[src/rtl/stable_priority_queue_assert.svh]
// Assertion macros used by the queue datapath.
`ifndef STABLE_PRIORITY_QUEUE_ASSERT_SVH
`define STABLE_PRIORITY_QUEUE_ASSERT_SVH

// Same-cycle implication, checked out of reset.
`define SPQ_ASSERT_NOW(label, ante, cons, msg) \
    label: assert property (@(posedge clk) disable iff (!rst_n) (ante) |-> (cons)) \
        else $error(msg);

// Next-cycle implication, checked out of reset.
`define SPQ_ASSERT_NEXT(label, ante, cons, msg) \
    label: assert property (@(posedge clk) disable iff (!rst_n) (ante) |=> (cons)) \
        else $error(msg);

`endif

[src/rtl/spq_pkg.sv]
package spq_pkg;

    localparam int ID_W     = 16;
    localparam int PRIO_W   = 4;
    localparam int STATUS_W = 2;
    localparam int OCC_W    = 5;

    localparam logic FUNC_ENQ = 1'b0;
    localparam logic FUNC_DEQ = 1'b1;

    typedef logic [STATUS_W-1:0] status_t;
    localparam status_t STATUS_DONE  = 2'd0;
    localparam status_t STATUS_EMPTY = 2'd1;
    localparam status_t STATUS_FULL  = 2'd2;

    typedef logic [1:0] rdsel_t;
    localparam rdsel_t RDSEL_FRONT = 2'd0;
    localparam rdsel_t RDSEL_LAST  = 2'd1;
    localparam rdsel_t RDSEL_PREV2 = 2'd2;

    typedef struct packed {
        logic [ID_W-1:0]   id;
        logic [PRIO_W-1:0] prio;
    } entry_t;

    typedef struct packed {
        logic    accept;
        logic    rd_en;
        rdsel_t  rd_sel;
        logic    wr_shift;
        logic    wr_insert;
        logic    deq_commit;
        logic    res_en;
        status_t res_status;
    } spq_cmd_t;

    typedef struct packed {
        logic empty;
        logic full;
        logic pos_one;
        logic rd_greater;
    } spq_sts_t;

endpackage

[src/rtl/stable_priority_queue.sv]
// Stable sorted priority queue of (task_id, task_priority) items; lower priority value
// is served first, equal priorities leave in arrival order.
// Input: an item is taken on a rising edge with start high and busy low. func selects
// enqueue (task_id/task_priority used) or dequeue (they are ignored).
// Output: one result per item, shown for a single cycle with done high; status, served
// fields (zero unless a dequeue succeeded) and occupancy after the operation.
// The receiver cannot stall; results must be sampled in the done cycle.
// Steps from the accepting edge to the result:
//   dequeue on empty or enqueue on full: result set up on acceptance, queue unchanged;
//   dequeue: one registered read of the front slot, then the result;
//   enqueue: the k stored entries that move back are shifted, one per cycle, from
//   the tail, then the new item is written; k is at most QUEUE_DEPTH - 1.
// The next item may be started in the done cycle; no item is taken while busy is high.
// Storage is a circular single-write, single-read RAM; insertion is a backward walk
// from the tail through that RAM port.
// Reset (rst_n low, asynchronous) empties the queue; RAM contents are not cleared.
module stable_priority_queue
#(
    parameter int QUEUE_DEPTH = 16
)
(
    input  logic                          clk,
    input  logic                          rst_n,
    input  logic                          start,
    output logic                          busy,
    input  logic                          func,
    input  logic [spq_pkg::ID_W-1:0]      task_id,
    input  logic [spq_pkg::PRIO_W-1:0]    task_priority,
    output logic                          done,
    output logic [spq_pkg::STATUS_W-1:0]  status,
    output logic [spq_pkg::ID_W-1:0]      served_id,
    output logic [spq_pkg::PRIO_W-1:0]    served_priority,
    output logic [spq_pkg::OCC_W-1:0]     occupancy
);

    spq_pkg::spq_cmd_t cmd;
    spq_pkg::spq_sts_t sts;

    spq_ctrl u_ctrl
    (
        .clk   (clk),
        .rst_n (rst_n),
        .start (start),
        .func  (func),
        .sts   (sts),
        .cmd   (cmd),
        .busy  (busy)
    );

    spq_datapath
    #(
        .QUEUE_DEPTH (QUEUE_DEPTH)
    )
    u_datapath
    (
        .clk             (clk),
        .rst_n           (rst_n),
        .task_id         (task_id),
        .task_priority   (task_priority),
        .cmd             (cmd),
        .sts             (sts),
        .done            (done),
        .status          (status),
        .served_id       (served_id),
        .served_priority (served_priority),
        .occupancy       (occupancy)
    );

endmodule

[src/rtl/spq_ctrl.sv]
module spq_ctrl
(
    input  logic              clk,
    input  logic              rst_n,
    input  logic              start,
    input  logic              func,
    input  spq_pkg::spq_sts_t sts,
    output spq_pkg::spq_cmd_t cmd,
    output logic              busy
);

    localparam logic [1:0] ST_IDLE = 2'd0;
    localparam logic [1:0] ST_DEQ  = 2'd1;
    localparam logic [1:0] ST_CMP  = 2'd2;
    localparam logic [1:0] ST_INS  = 2'd3;

    logic [1:0] state_reg;
    logic [1:0] state_next;

    always_ff @(posedge clk or negedge rst_n)
    begin
        if (!rst_n)
        begin
            state_reg <= ST_IDLE;
        end
        else
        begin
            state_reg <= state_next;
        end
    end

    always_comb
    begin
        state_next     = state_reg;
        cmd            = '0;
        cmd.rd_sel     = spq_pkg::RDSEL_FRONT;
        cmd.res_status = spq_pkg::STATUS_DONE;
        case (state_reg)
            ST_IDLE:
            begin
                if (start)
                begin
                    cmd.accept = 1'b1;
                    if (func == spq_pkg::FUNC_DEQ)
                    begin
                        if (sts.empty)
                        begin
                            cmd.res_en     = 1'b1;
                            cmd.res_status = spq_pkg::STATUS_EMPTY;
                        end
                        else
                        begin
                            cmd.rd_en  = 1'b1;
                            cmd.rd_sel = spq_pkg::RDSEL_FRONT;
                            state_next = ST_DEQ;
                        end
                    end
                    else if (sts.full)
                    begin
                        cmd.res_en     = 1'b1;
                        cmd.res_status = spq_pkg::STATUS_FULL;
                    end
                    else if (sts.empty)
                    begin
                        state_next = ST_INS;
                    end
                    else
                    begin
                        cmd.rd_en  = 1'b1;
                        cmd.rd_sel = spq_pkg::RDSEL_LAST;
                        state_next = ST_CMP;
                    end
                end
            end
            ST_DEQ:
            begin
                cmd.deq_commit = 1'b1;
                cmd.res_en     = 1'b1;
                state_next     = ST_IDLE;
            end
            ST_CMP:
            begin
                if (sts.rd_greater)
                begin
                    cmd.wr_shift = 1'b1;
                    if (sts.pos_one)
                    begin
                        state_next = ST_INS;
                    end
                    else
                    begin
                        cmd.rd_en  = 1'b1;
                        cmd.rd_sel = spq_pkg::RDSEL_PREV2;
                    end
                end
                else
                begin
                    cmd.wr_insert = 1'b1;
                    cmd.res_en    = 1'b1;
                    state_next    = ST_IDLE;
                end
            end
            ST_INS:
            begin
                cmd.wr_insert = 1'b1;
                cmd.res_en    = 1'b1;
                state_next    = ST_IDLE;
            end
            default:
            begin
                state_next = ST_IDLE;
            end
        endcase
    end

    assign busy = (state_reg != ST_IDLE);

endmodule

[src/rtl/spq_datapath.sv]
`include "stable_priority_queue_assert.svh"

module spq_datapath
#(
    parameter int QUEUE_DEPTH = 16
)
(
    input  logic                          clk,
    input  logic                          rst_n,
    input  logic [spq_pkg::ID_W-1:0]      task_id,
    input  logic [spq_pkg::PRIO_W-1:0]    task_priority,
    input  spq_pkg::spq_cmd_t             cmd,
    output spq_pkg::spq_sts_t             sts,
    output logic                          done,
    output logic [spq_pkg::STATUS_W-1:0]  status,
    output logic [spq_pkg::ID_W-1:0]      served_id,
    output logic [spq_pkg::PRIO_W-1:0]    served_priority,
    output logic [spq_pkg::OCC_W-1:0]     occupancy
);

    localparam int AW    = $clog2(QUEUE_DEPTH);
    localparam int CW    = $clog2(QUEUE_DEPTH + 1);
    localparam int SW    = AW + 1;
    localparam int OCC_W = spq_pkg::OCC_W;

    // circular store, slot at head_reg is the front
    spq_pkg::entry_t mem [QUEUE_DEPTH];

    spq_pkg::entry_t      item_reg;
    spq_pkg::entry_t      rd_data_reg;
    spq_pkg::entry_t      served_reg;
    spq_pkg::entry_t      wr_data;
    spq_pkg::status_t     status_reg;
    logic [OCC_W-1:0]     occ_reg;
    logic                 done_reg;
    logic [CW-1:0]        count_reg;
    logic [CW-1:0]        count_next;
    logic [CW-1:0]        pos_reg;
    logic [CW-1:0]        pos_next;
    logic [AW-1:0]        head_reg;
    logic [AW-1:0]        head_next;
    logic [CW-1:0]        rd_logical;
    logic [AW-1:0]        rd_addr;
    logic [AW-1:0]        wr_addr;
    logic                 wr_en;

    function automatic logic [AW-1:0] phys(input logic [AW-1:0] head,
                                           input logic [CW-1:0] idx);
        logic [SW-1:0] sum;
        sum = SW'(head) + SW'(idx);
        if (sum >= SW'(QUEUE_DEPTH))
        begin
            sum = sum - SW'(QUEUE_DEPTH);
        end
        return sum[AW-1:0];
    endfunction

    always_comb
    begin
        case (cmd.rd_sel)
            spq_pkg::RDSEL_FRONT: rd_logical = '0;
            spq_pkg::RDSEL_LAST:  rd_logical = count_reg - CW'(1);
            spq_pkg::RDSEL_PREV2: rd_logical = pos_reg - CW'(2);
            default:              rd_logical = '0;
        endcase
    end

    assign rd_addr = phys(head_reg, rd_logical);
    assign wr_addr = phys(head_reg, pos_reg);
    assign wr_en   = cmd.wr_shift | cmd.wr_insert;
    assign wr_data = cmd.wr_shift ? rd_data_reg : item_reg;

    always_ff @(posedge clk)
    begin
        if (wr_en)
        begin
            mem[wr_addr] <= wr_data;
        end
    end

    always_ff @(posedge clk)
    begin
        if (cmd.rd_en)
        begin
            rd_data_reg <= mem[rd_addr];
        end
    end

    always_comb
    begin
        count_next = count_reg;
        if (cmd.wr_insert)
        begin
            count_next = count_reg + CW'(1);
        end
        else if (cmd.deq_commit)
        begin
            count_next = count_reg - CW'(1);
        end
    end

    always_comb
    begin
        head_next = head_reg;
        if (cmd.deq_commit)
        begin
            head_next = (head_reg == AW'(QUEUE_DEPTH - 1)) ? '0 : head_reg + AW'(1);
        end
    end

    always_comb
    begin
        pos_next = pos_reg;
        if (cmd.accept)
        begin
            pos_next = count_reg;
        end
        else if (cmd.wr_shift)
        begin
            pos_next = pos_reg - CW'(1);
        end
    end

    always_ff @(posedge clk or negedge rst_n)
    begin
        if (!rst_n)
        begin
            count_reg <= '0;
            head_reg  <= '0;
            pos_reg   <= '0;
            done_reg  <= 1'b0;
        end
        else
        begin
            count_reg <= count_next;
            head_reg  <= head_next;
            pos_reg   <= pos_next;
            done_reg  <= cmd.res_en;
        end
    end

    always_ff @(posedge clk)
    begin
        if (cmd.accept)
        begin
            item_reg.id   <= task_id;
            item_reg.prio <= task_priority;
        end
        if (cmd.res_en)
        begin
            status_reg <= cmd.res_status;
            served_reg <= cmd.deq_commit ? rd_data_reg : '0;
            occ_reg    <= OCC_W'(count_next);
        end
    end

    assign sts.empty      = (count_reg == '0);
    assign sts.full       = (count_reg == CW'(QUEUE_DEPTH));
    assign sts.pos_one    = (pos_reg == CW'(1));
    assign sts.rd_greater = (rd_data_reg.prio > item_reg.prio);

    assign done            = done_reg;
    assign status          = status_reg;
    assign served_id       = served_reg.id;
    assign served_priority = served_reg.prio;
    assign occupancy       = occ_reg;

    `SPQ_ASSERT_NOW(a_count_range, 1'b1, count_reg <= CW'(QUEUE_DEPTH), "count beyond depth")
    `SPQ_ASSERT_NOW(a_one_write, cmd.wr_shift, !cmd.wr_insert, "shift and insert together")
    `SPQ_ASSERT_NOW(a_insert_room, cmd.wr_insert, count_reg < CW'(QUEUE_DEPTH), "insert into full store")
    `SPQ_ASSERT_NEXT(a_deq_count, cmd.deq_commit, count_reg == CW'($past(count_reg) - CW'(1)), "dequeue count slip")

endmodule

[config.mk]
export PLATFORM = sky130hd
export DESIGN_NAME = stable_priority_queue
export DESIGN_NICKNAME = d
export VERILOG_FILES = /design/src/rtl/spq_pkg.sv /design/src/rtl/stable_priority_queue.sv /design/src/rtl/spq_ctrl.sv /design/src/rtl/spq_datapath.sv
export VERILOG_INCLUDE_DIRS = /design/src /design/src/rtl
export SDC_FILE = /design/constraint.sdc
export NUM_CORES = 1
export LEC_CHECK = 0
export BUFFER_PORTS_ARGS = -buffer_cell sky130_fd_sc_hd__buf_2
export CORE_AREA = 2 2 211 316
export DETAILED_ROUTE_END_ITERATION = 7
export DIE_AREA = 0 0 213 318
export PLACE_DENSITY = 0.51
export SETUP_SLACK_MARGIN = 0.02
export SYNTH_ARGS = -nofsm -noshare
export SYNTH_HDL_FRONTEND = slang
export SYNTH_SLANG_ARGS = --single-unit
[constraint.sdc]
create_clock -name clk -period 5.4 [get_ports clk]
set_input_delay 0.54 -clock clk [delete_from_list [all_inputs] [get_ports clk]]
set_output_delay 0.54 -clock clk [all_outputs]
set_load 0.05 [all_outputs]
# Yosys cells after proc, flatten, opt, wreduce, memory -nomap -nowiden
# Memories as Yosys holds them, arrays and structs flattened. A register that Yosys moved wholly into a read port is not among the register bits.
# Cells that the tools add are included.
dict set report totals {
  register_bits 64
  mem_bits_rw 320
  in_bits 24
  out_inout_bits 29
  wordCells 81
  n_memories 1
}
dict set report op_classes {
  n_addsub 9
  magnitude_cmp 3
  n_eq_ne 12
  n_mux 37
  bitwise_logic 1
  n_reduce_logical 7
}
# memory depth word_bits rd rd_clocked_by_memory_dff wr line
set memory_table {}
lappend memory_table {u_datapath.mem 16 20 1 1 1 spq_datapath.sv:27} ;# spq_pkg::entry_t mem [QUEUE_DEPTH];
# cell count
set ops {}
lappend ops {{$mux W3} 9}
lappend ops {{$mux W20} 1}
lappend ops {{$mux W4} 5}
lappend ops {{$mux W5} 4}
lappend ops {{$mux W2} 6}
lappend ops {{$add A4 B5 Y5} 2}
lappend ops {{$ge A5 B5 Y1 const B} 2}
lappend ops {{$pmux W5 S2} 1}
lappend ops {{$sub A5 B1 Y5 const B} 2}
lappend ops {{$ne A3 B3 Y1 const B} 3}
lappend ops {{$sub A4 B1 Y4 const B} 2}
lappend ops {{$mux W1} 7}
lappend ops {{$eq A2 B2 Y1 const B} 3}
lappend ops {{$pmux W2 S3} 1}
lappend ops {{$pmux W3 S2} 1}
lappend ops {{$add A5 B1 Y5 const B} 1}
lappend ops {{$eq A5 B1 Y1 const B} 1}
lappend ops {{$eq A5 B5 Y1 const B} 1}
lappend ops {{$logic_not A5 Y1} 1}
lappend ops {{$sub A5 B2 Y5 const B} 1}
lappend ops {{$add A4 B1 Y4 const B} 1}
lappend ops {{$eq A2 B1 Y1 const B} 2}
lappend ops {{$eq A4 B4 Y1 const B} 1}
lappend ops {{$gt A4 B4 Y1} 1}
lappend ops {{9 further kinds} 10}

# Longest topological paths before layout
# Gate-level depths: netlist (run 1).
dict set report depth {
  depth_word 11
  mapped_depth 17
  mapped_depth_nobuf 16
}

# Modules after synthesis
# A second synthesis (run 1) with hierarchy kept.
dict set report unflattened {
  hier_cells 782
  hier_area_um2 16380.7
}
# mod n_inst cells_per_inst area_per_inst_um2 seq_area_each_um2
set by_module_without_submodules {}
lappend by_module_without_submodules {spq_datapath 1 757 16180.5 11996.5}
lappend by_module_without_submodules {spq_ctrl 1 25 200.2 50.0}

# Worst setup path after synthesis (run 1)
# No wires, ideal clock.
dict set report synth_timing {
  kind {flip-flop to flip-flop}
  startpoint {register u_datapath.rd_data_reg[1] (netlist name)}
  endpoint {register u_datapath.rd_data_reg[10] (netlist name)}
  setup_time_ns 0.261
  arrival_time_ns 3.760
  required_time_ns 5.139
  path_slack_ns 1.379
  path_stages_with_launch 17
  path_buffers 2
  period_less_slack_ns 4.021
  path_cell_list {edfxtp_1 > ha_1 > a41oi_2 > and2_1 > a21boi_2 > and2_1 > inv_1 > ha_1 > a22oi_1 > nor2_1 > ha_1 > fa_1 > clkbuf_2 > clkbuf_1 > mux4_2 > mux2i_1 > mux2i_1}
}
dict set report synth_via {
  elab_chain_cells 8
  word_cells_on_any_way 10
  classes_between {2 x add/sub; 2 x order compare; 2 x eq/ne; 4 x mux}
}
# element line
set synth_lines {}
lappend synth_lines {{$gt A4 B4 Y1 *} spq_datapath.sv:160} ;# assign sts.rd_greater = (rd_data_reg.prio > item_reg.prio);
lappend synth_lines {{$mux W4 *} spq_ctrl.sv:83} ;# if (sts.rd_greater)
lappend synth_lines {{$pmux W3 S2 *} spq_ctrl.sv:38} ;# case (state_reg)
lappend synth_lines {{$eq A2 B2 Y1 / $eq A2 B1 Y1 (equally long branches)} spq_datapath.sv:60} ;# case (cmd.rd_sel)
lappend synth_lines {{$pmux W5 S2} spq_datapath.sv:60}
lappend synth_lines {{$add A4 B5 Y5} spq_datapath.sv:50} ;# sum = SW'(head) + SW'(idx);
lappend synth_lines {{$sub A4 B1 Y4 / $ge A5 B5 Y1 (equally long branches)} {spq_datapath.sv:53, spq_datapath.sv:51}}
lappend synth_lines {{$mux W4} spq_datapath.sv:51} ;# if (sum >= SW'(QUEUE_DEPTH))
# Every way passes the cells marked *; elsewhere a longest branch is shown, timed or not.
# A chain may end at the register's enable or synchronous reset.

# Final worst setup path (run 1)
dict set report layout_timing {
  startpoint {register u_datapath.rd_data_reg[3] (netlist name)}
  endpoint {register u_datapath.rd_data_reg[12] (netlist name)}
}
dict set report layout_via {
  elab_chain_cells 8
  word_cells_on_any_way 10
  classes_between {2 x add/sub; 2 x order compare; 2 x eq/ne; 4 x mux}
}
# element line
set layout_lines {}
lappend layout_lines {{$gt A4 B4 Y1 *} spq_datapath.sv:160}
lappend layout_lines {{$mux W4 *} spq_ctrl.sv:83}
lappend layout_lines {{$pmux W3 S2 *} spq_ctrl.sv:38}
lappend layout_lines {{$eq A2 B2 Y1 / $eq A2 B1 Y1 (equally long branches)} spq_datapath.sv:60}
lappend layout_lines {{$pmux W5 S2} spq_datapath.sv:60}
lappend layout_lines {{$add A4 B5 Y5} spq_datapath.sv:50}
lappend layout_lines {{$sub A4 B1 Y4 / $ge A5 B5 Y1 (equally long branches)} {spq_datapath.sv:53, spq_datapath.sv:51}}
lappend layout_lines {{$mux W4} spq_datapath.sv:51}
# Marks and branches as above.

==> flow_metrics.env, run 1 <==
export IMPL_first_pass_iters=4
export IMPL_holdPathStages=1
export IMPL_max_cap_violations=0
export IMPL_hp_start="task_id[7]"
export IMPL_drtIter0Drc=537
export IMPL_wire_per_inst_um=20.6
export IMPL_worst_r2r_path_depth=16
export IMPL_dp_hpwl_um=22400
export IMPL_die_area_mm2=0.0677
export IMPL_synth_enable_flop_cells=387
export IMPL_gp_congestion=0.753
export IMPL_largest_reg_flops=320
export IMPL_slew_headroom_pct=41.8
export IMPL_stdcell_area_mm2=0.0188
export IMPL_die_width_um=213
export IMPL_syn_avg_cell_area_um2=19.6
export IMPL_synth_seq_cells=404
export IMPL_ys_flop_type="edfxtp_1"
export IMPL_grt_pass1_vias=8161
export IMPL_leakagePower_nw=6.27
export IMPL_cts_max_path_buffers=3
export IMPL_slew_violations=0
export IMPL_fin_hold_ws_ns=0.165
export IMPL_synthXorXnorAreaFrac_pct=1.14
export IMPL_cts_hold_buf=1
export IMPL_grt_setup_unrepaired="false"
export IMPL_clock_skew_ns=0.0282
export IMPL_antenna_found_initial=0
export IMPL_syn2layout_area_growth_pct=17.0
export IMPL_syn_inst=819
export IMPL_cts_resized=0
export IMPL_via_per_inst=4.24
export IMPL_synth_warning_count=0
export IMPL_synth_simple_gate_area_share_pct=4.11
export IMPL_num_vias=7713
export IMPL_portBuffers=52
export IMPL_clock_latency_ns=0.54
export IMPL_multi_input_area_mm2=0.00393
export IMPL_post_cts_repair_setup_buffers=0
export IMPL_num_rows=115
export IMPL_gr_total_overflow=0
export IMPL_grt_first_pass_wirelength_um=54900
export IMPL_setup_viol=0
export IMPL_setup_worst_path_start_class="flop"
export IMPL_hold_end="u_datapath.item_reg[11]"
export IMPL_grt_max_degree=41
export IMPL_ys_seq_area_share_pct=74.9
export IMPL_dpl_instance_area_mm2=0.0177
export IMPL_synthMuxAreaShare_pct=14.9
export IMPL_critPathArrivalTime_ns=4.88
export IMPL_period_needed_ns=4.63
export IMPL_post_route_period_util_pct=85.7
export IMPL_remaining_drc_errors=0
export IMPL_netlist_area_mm2=0.0161
export IMPL_grt_util_all_layers_pct=11.1
export IMPL_synthTopCellsByCount="edfxtp_1 (387), mux4_2 (80), nand2_1 (69)"
export IMPL_cts_tree="yes"
export IMPL_worst_r2r_setup_slack_ns=0.77
export IMPL_critPathSlowestCell="fa_4"
export IMPL_ant_nets=0
export IMPL_nFillCells=6406
export IMPL_critPathMaxStageDelay_ns=0.94
export IMPL_path_cells="ha_1 > a41oi_2 > and2_1 > a21boi_2 > and2_1 > inv_1 > ha_1 > a22oi_1 > nor2_1 > ha_4 > fa_4 > buf_12 > buf_12 > mux4_2 > mux2i_1 > mux2i_1"
export IMPL_fp_dieH_um=318
export IMPL_synthAdderAreaFrac_pct=1.80
export IMPL_hold_viol_final=0
export IMPL_power_density_mw_per_mm2=593
export IMPL_numCtsBuffers=36
export IMPL_nets=960
export IMPL_cts_sinks=404
export IMPL_yosysMostFrequentCell="edfxtp_1"
export IMPL_synth_top_cell_by_area="edfxtp_1"
export IMPL_ir_worst_vdd_mv=0.352
export IMPL_reg2reg_from="u_datapath.rd_data_reg[3]"
export IMPL_worstMarginPinSlew_ns=0.872
export IMPL_crit_type="reg -> reg"
export IMPL_synth_area_leaders="edfxtp_1 (72%), mux4_2 (11%), mux2i_1 (3.7%)"
export IMPL_r2r_end="u_datapath.rd_data_reg[12]"
export IMPL_required_ns=5.65
export IMPL_core_mm2=0.0652
export IMPL_synth_nets=865
export IMPL_htreeDepth=2
export IMPL_tns_ns=0
export IMPL_drive_gt1_share_pct=26.7
export IMPL_fmaxAchievable_ghz=0.216
export IMPL_synth_top_family_by_area="multiplexers"
export IMPL_start_util_pct=24.7
export IMPL_totalWireLength_um=37500
export IMPL_pin_count=53
export IMPL_clockRootBuffer="clkbuf_16"
export IMPL_hold_path_class="in -> reg"
export IMPL_n_antenna_cell=0
export IMPL_synth_compound_area_share_pct=1.80
export IMPL_async_flop_share_pct=4.21
export IMPL_regArea_mm2=0.0120
export IMPL_worstPathMaxFanout=29
export IMPL_synth_top_area_share_pct=72.2
export IMPL_synth_distinct_cells=50
export IMPL_clk_pin_slew_ns=0.07
export IMPL_critPathCaptureType="flop"
export IMPL_status="completed"
[placed cells by master, fill, tap and decap left out, types with 2 or more instances in the layout]
cell type,netlist,routed
nor2_1,29,13
buf_4,1,33
clkinv_2,0,6
edfxtp_1,387,387
and2_1,22,22
dfrtp_1,17,17
nor2_2,0,16
ha_1,20,19
clkinvlp_4,0,4
a22oi_1,2,2
mux2i_1,60,60
clkinv_1,0,10
buf_2,14,52
nand3_1,3,3
nand4_1,4,4
inv_6,0,2
nand3b_1,4,4
inv_1,15,15
a21o_1,4,4
clkbuf_16,0,36
o21ai_0,9,9
xor2_1,8,8
a21oi_1,10,10
clkbuf_1,15,4
xnor2_1,11,10
and3_1,2,2
mux4_2,80,80
buf_12,0,5
o22ai_1,2,2
nand2_1,69,69
nor2b_1,3,2
[cell families (layout without fill, tap and decap cells)]
family | after synthesis | in the layout
flip-flops | 404 | 404
AND/OR/NAND/NOR | 143 | 143
multiplexers | 140 | 140
buffers and inverters | 49 | 170
AO/OA/AOI/OAI | 41 | 41
adder cells (fa/ha/maj) | 22 | 22
XOR/XNOR | 20 | 20
[layer usage]
| layer | track usage, % | part of all wire, % | vias to the layer above |
|---|---|---|---|
| met4 | 3.95 | 2.7 | 0 |
| met1 | 12.9 | 40 | 4086 |
| met2 | 20.8 | 55 | 149 |
| met3 | 1.08 | 2.6 | 51 |
| met5 | 0 | 0 | - |
| li1 | - | - | 3427 |
[final cells by class]
class	count	area share, %
clock inverter	24	0.857
multi-input combinational	366	20.9
tap	877	5.83
sequential	404	64.0
clock buffer	40	4.87
timing repair buffer	91	3.28
inverter	15	0.299
[how the worst max path moves through the flow]
stage                                    from                         end
floorplan           u_datapath.rd_data_reg[1]  u_datapath.rd_data_reg[10]
global placement    u_datapath.rd_data_reg[1]  u_datapath.rd_data_reg[12]
detailed placement  u_datapath.rd_data_reg[3]  u_datapath.rd_data_reg[12]
CTS                 u_datapath.rd_data_reg[3]  u_datapath.rd_data_reg[12]
global route        u_datapath.rd_data_reg[3]   u_datapath.rd_data_reg[6]
finish              u_datapath.rd_data_reg[3]  u_datapath.rd_data_reg[12]
[power breakdown]
part	leakage [nW]	total, mW	switching (mW)	internal [mW]
clock network	0.518	2.41	1.13	1.28
logic	2.02	4.06	2.50	1.55
registers	3.73	4.71	0.257	4.45
total	6.27	11.2	3.89	7.28
[through the flow]
stage	utilization (%)	std cells	setup WS, ns	power, mW
floorplan	-	819	1.38	7.51
global placement	27.2	1752	0.840	8.88
detailed placement	27.2	1752	0.789	8.94
CTS	28.9	1817	0.738	11.4
global route	28.9	1817	0.498	11.8
finish	28.9	1817	0.770	11.2
[critical path: cells and delay by family (launching register included)]
kind,cells,cell delay [ns]
simple gates,3,0.44
mux,3,0.58
flops,1,0.43
compound gates,3,0.62
fa+ha+maj,4,1.73
buf+inv,3,0.51
No activity file was read; power rests on OpenSTA's default activity.
==> run 2, diff against run 1 <==
- RECOVER_POWER: default -> 100
==> run 2 against run 1 <==
  * The flow now finishes with violations (max-capacitance violations, max-slew violations)
  * Critical path depth is the same
  * Largest power group unchanged
  * Register-to-register slack worse by 0.21 ns
  * Core utilization decreased by 0.31 points
  * Die area unchanged
  * Fmax down 4.4%
==> flow_metrics.env, run 2 (synthesis gave the netlist of run 1 again) <==
export IMPL_critPathCaptureType="flop"
export IMPL_power_density_mw_per_mm2=594
export IMPL_die_area_mm2=0.0677
export IMPL_cts_sinks=404
export IMPL_wl_met2_um=20500
export IMPL_remaining_drc_errors=0
export IMPL_wl_met3_um=996
export IMPL_drtIter0Drc=509
export IMPL_fp_dieH_um=318
export IMPL_crit_type="reg -> reg"
export IMPL_utilization_pct=28.6
export IMPL_setup_worst_path_start_class="flop"
export IMPL_violations="max-capacitance violations, max-slew violations"
export IMPL_r2r_end="u_datapath.rd_data_reg[13]"
export IMPL_ir_worst_vdd_mv=0.352
export IMPL_cp_startpoint="u_datapath.rd_data_reg[3]"
export IMPL_status="finished, violations left"
export IMPL_drive_gt1_share_pct=19.0
export IMPL_numCtsBuffers=36
export IMPL_grt_util_all_layers_pct=11.1
export IMPL_clk_pin_slew_ns=0.07
export IMPL_htreeDepth=2
export IMPL_final_common_cell="edfxtp_1"
export IMPL_tns_ns=0
export IMPL_totalWireLength_um=37500
export IMPL_clock_latency_ns=0.54
export IMPL_grt_pass1_vias=8161
export IMPL_post_route_period_util_pct=89.7
export IMPL_grt_first_pass_wirelength_um=54900
export IMPL_num_vias=7735
export IMPL_slew_headroom_pct=-30.4
export IMPL_fmaxAchievable_ghz=0.207
export IMPL_grt_setup_unrepaired="false"
export IMPL_worst_r2r_path_depth=16
export IMPL_top_layer="met4"
export IMPL_start_util_pct=24.7
export IMPL_cts_tree="yes"
export IMPL_hold_path_class="in -> reg"
export IMPL_die_width_um=213
export IMPL_syn2layout_area_growth_pct=15.7
export IMPL_gr_total_overflow=0
export IMPL_gp_congestion=0.753
export IMPL_dp_hpwl_um=22400
export IMPL_layout_common_cells="edfxtp_1 (387), mux4_2 (80), nand2_1 (69), mux2i_1 (60), clkbuf_1 (60)"
export IMPL_largest_reg_flops=320
export IMPL_crit_path_end="u_datapath.rd_data_reg[13]"
export IMPL_portBuffers=52
export IMPL_via_per_inst=4.26
export IMPL_setup_viol=0
export IMPL_wl_met1_um=14900
export IMPL_nets=960
export IMPL_core_mm2=0.0652
export IMPL_first_pass_iters=5
export IMPL_clockRootBuffer="clkbuf_16"
export IMPL_clock_skew_ns=0.0305
export IMPL_reg2reg_from="u_datapath.rd_data_reg[3]"
export IMPL_critPathArrivalTime_ns=5.12
export IMPL_worstMarginPinSlew_ns=1.96
export IMPL_num_rows=115
export IMPL_worst_r2r_setup_slack_ns=0.56
export IMPL_pin_count=53
export IMPL_period_needed_ns=4.84
export IMPL_nFillCells=6455
export IMPL_cts_resized=0
export IMPL_hold_viol_final=0
export IMPL_max_cap_violations=9
export IMPL_ant_nets=0
export IMPL_required_ns=5.68
export IMPL_wire_per_inst_um=20.6
export IMPL_antenna_found_initial=0
export IMPL_leakagePower_nw=6.05
export IMPL_cts_max_path_buffers=3
export IMPL_worstPathMaxFanout=21
export IMPL_n_antenna_cell=0
export IMPL_slew_violations=186
export IMPL_grt_max_degree=41
## run 2: cell count changes in the layout (fill, tap and decap cells not counted), sizes merged
cell,change
buf,-58
clkbuf,+58
## run 2: layout make-up
type	instances	area (µm²)	share of cell area [%]
Sequential cell	404	12000	64.7
Multi-Input combinational cell	366	3860	20.7
Tap cell	877	1100	5.89
Clock buffer	40	916	4.92
Timing Repair Buffer	91	480	2.58
Clock inverter	24	161	0.867
Inverter	15	56.3	0.302
## run 2: stage by stage
stage / power [mW] / instance area (µm²) / hold slack, ns / instances / setup WS (ns)
floorplan: 7.51 / 16100 / 0.244 / 819 / 1.38
global placement: 8.88 / 17700 / 0.505 / 1752 / 0.840
detailed placement: 8.94 / 17700 / 0.517 / 1752 / 0.789
CTS: 11.4 / 18800 / 0.139 / 1817 / 0.738
global route: 11.7 / 18600 / 0.144 / 1817 / 0.253
finish: 11.1 / 18600 / 0.165 / 1817 / 0.559
## run 2: how the worst min path moves through the flow
stage	from	to	cells after the start
after floorplan	rst_n	u_ctrl.state_reg[0]	0
after global routing	task_id[12]	u_datapath.item_reg[16]	1
final	task_id[7]	u_datapath.item_reg[11]	1
after CTS	task_id[6]	u_datapath.item_reg[10]	1
after detailed placement	rst_n	u_datapath.done	1
after global placement	rst_n	u_datapath.count_reg[4]	1
## run 2: worst max-delay path, cell delays in order, from the launching register on
cell,delay [ns]
edfxtp_1,0.42
ha_1,0.37
a41oi_1,0.35
and2_0,0.20
a21boi_0,0.23
and2_1,0.20
inv_1,0.06
ha_1,0.24
a22oi_1,0.19
nor2_1,0.10
ha_4,0.17
fa_4,0.94
buf_12,0.23
clkbuf_2,0.27
mux4_2,0.35
mux2i_1,0.16
mux2i_1,0.09
## run 2: layer usage
layer  global-route usage [%]  up-vias
met5                        0        -
met4                     3.95        0
met3                     1.08       57
met2                     20.8      145
met1                     12.9     4107
li1                         -     3426
## run 2: timing repair
| action | in CTS | in global routing |
|---|---|---|
| hold buffers | 1 | 0 |
| buffers inserted | 0 | 0 |
| hold endpoints to repair | 17 | 0 |
## run 2: power by group
part	total, mW	internal (mW)	switching [mW]
clock	2.41	1.28	1.13
combinational	3.92	1.46	2.46
sequential	4.73	4.47	0.260
total	11.1	7.21	3.85
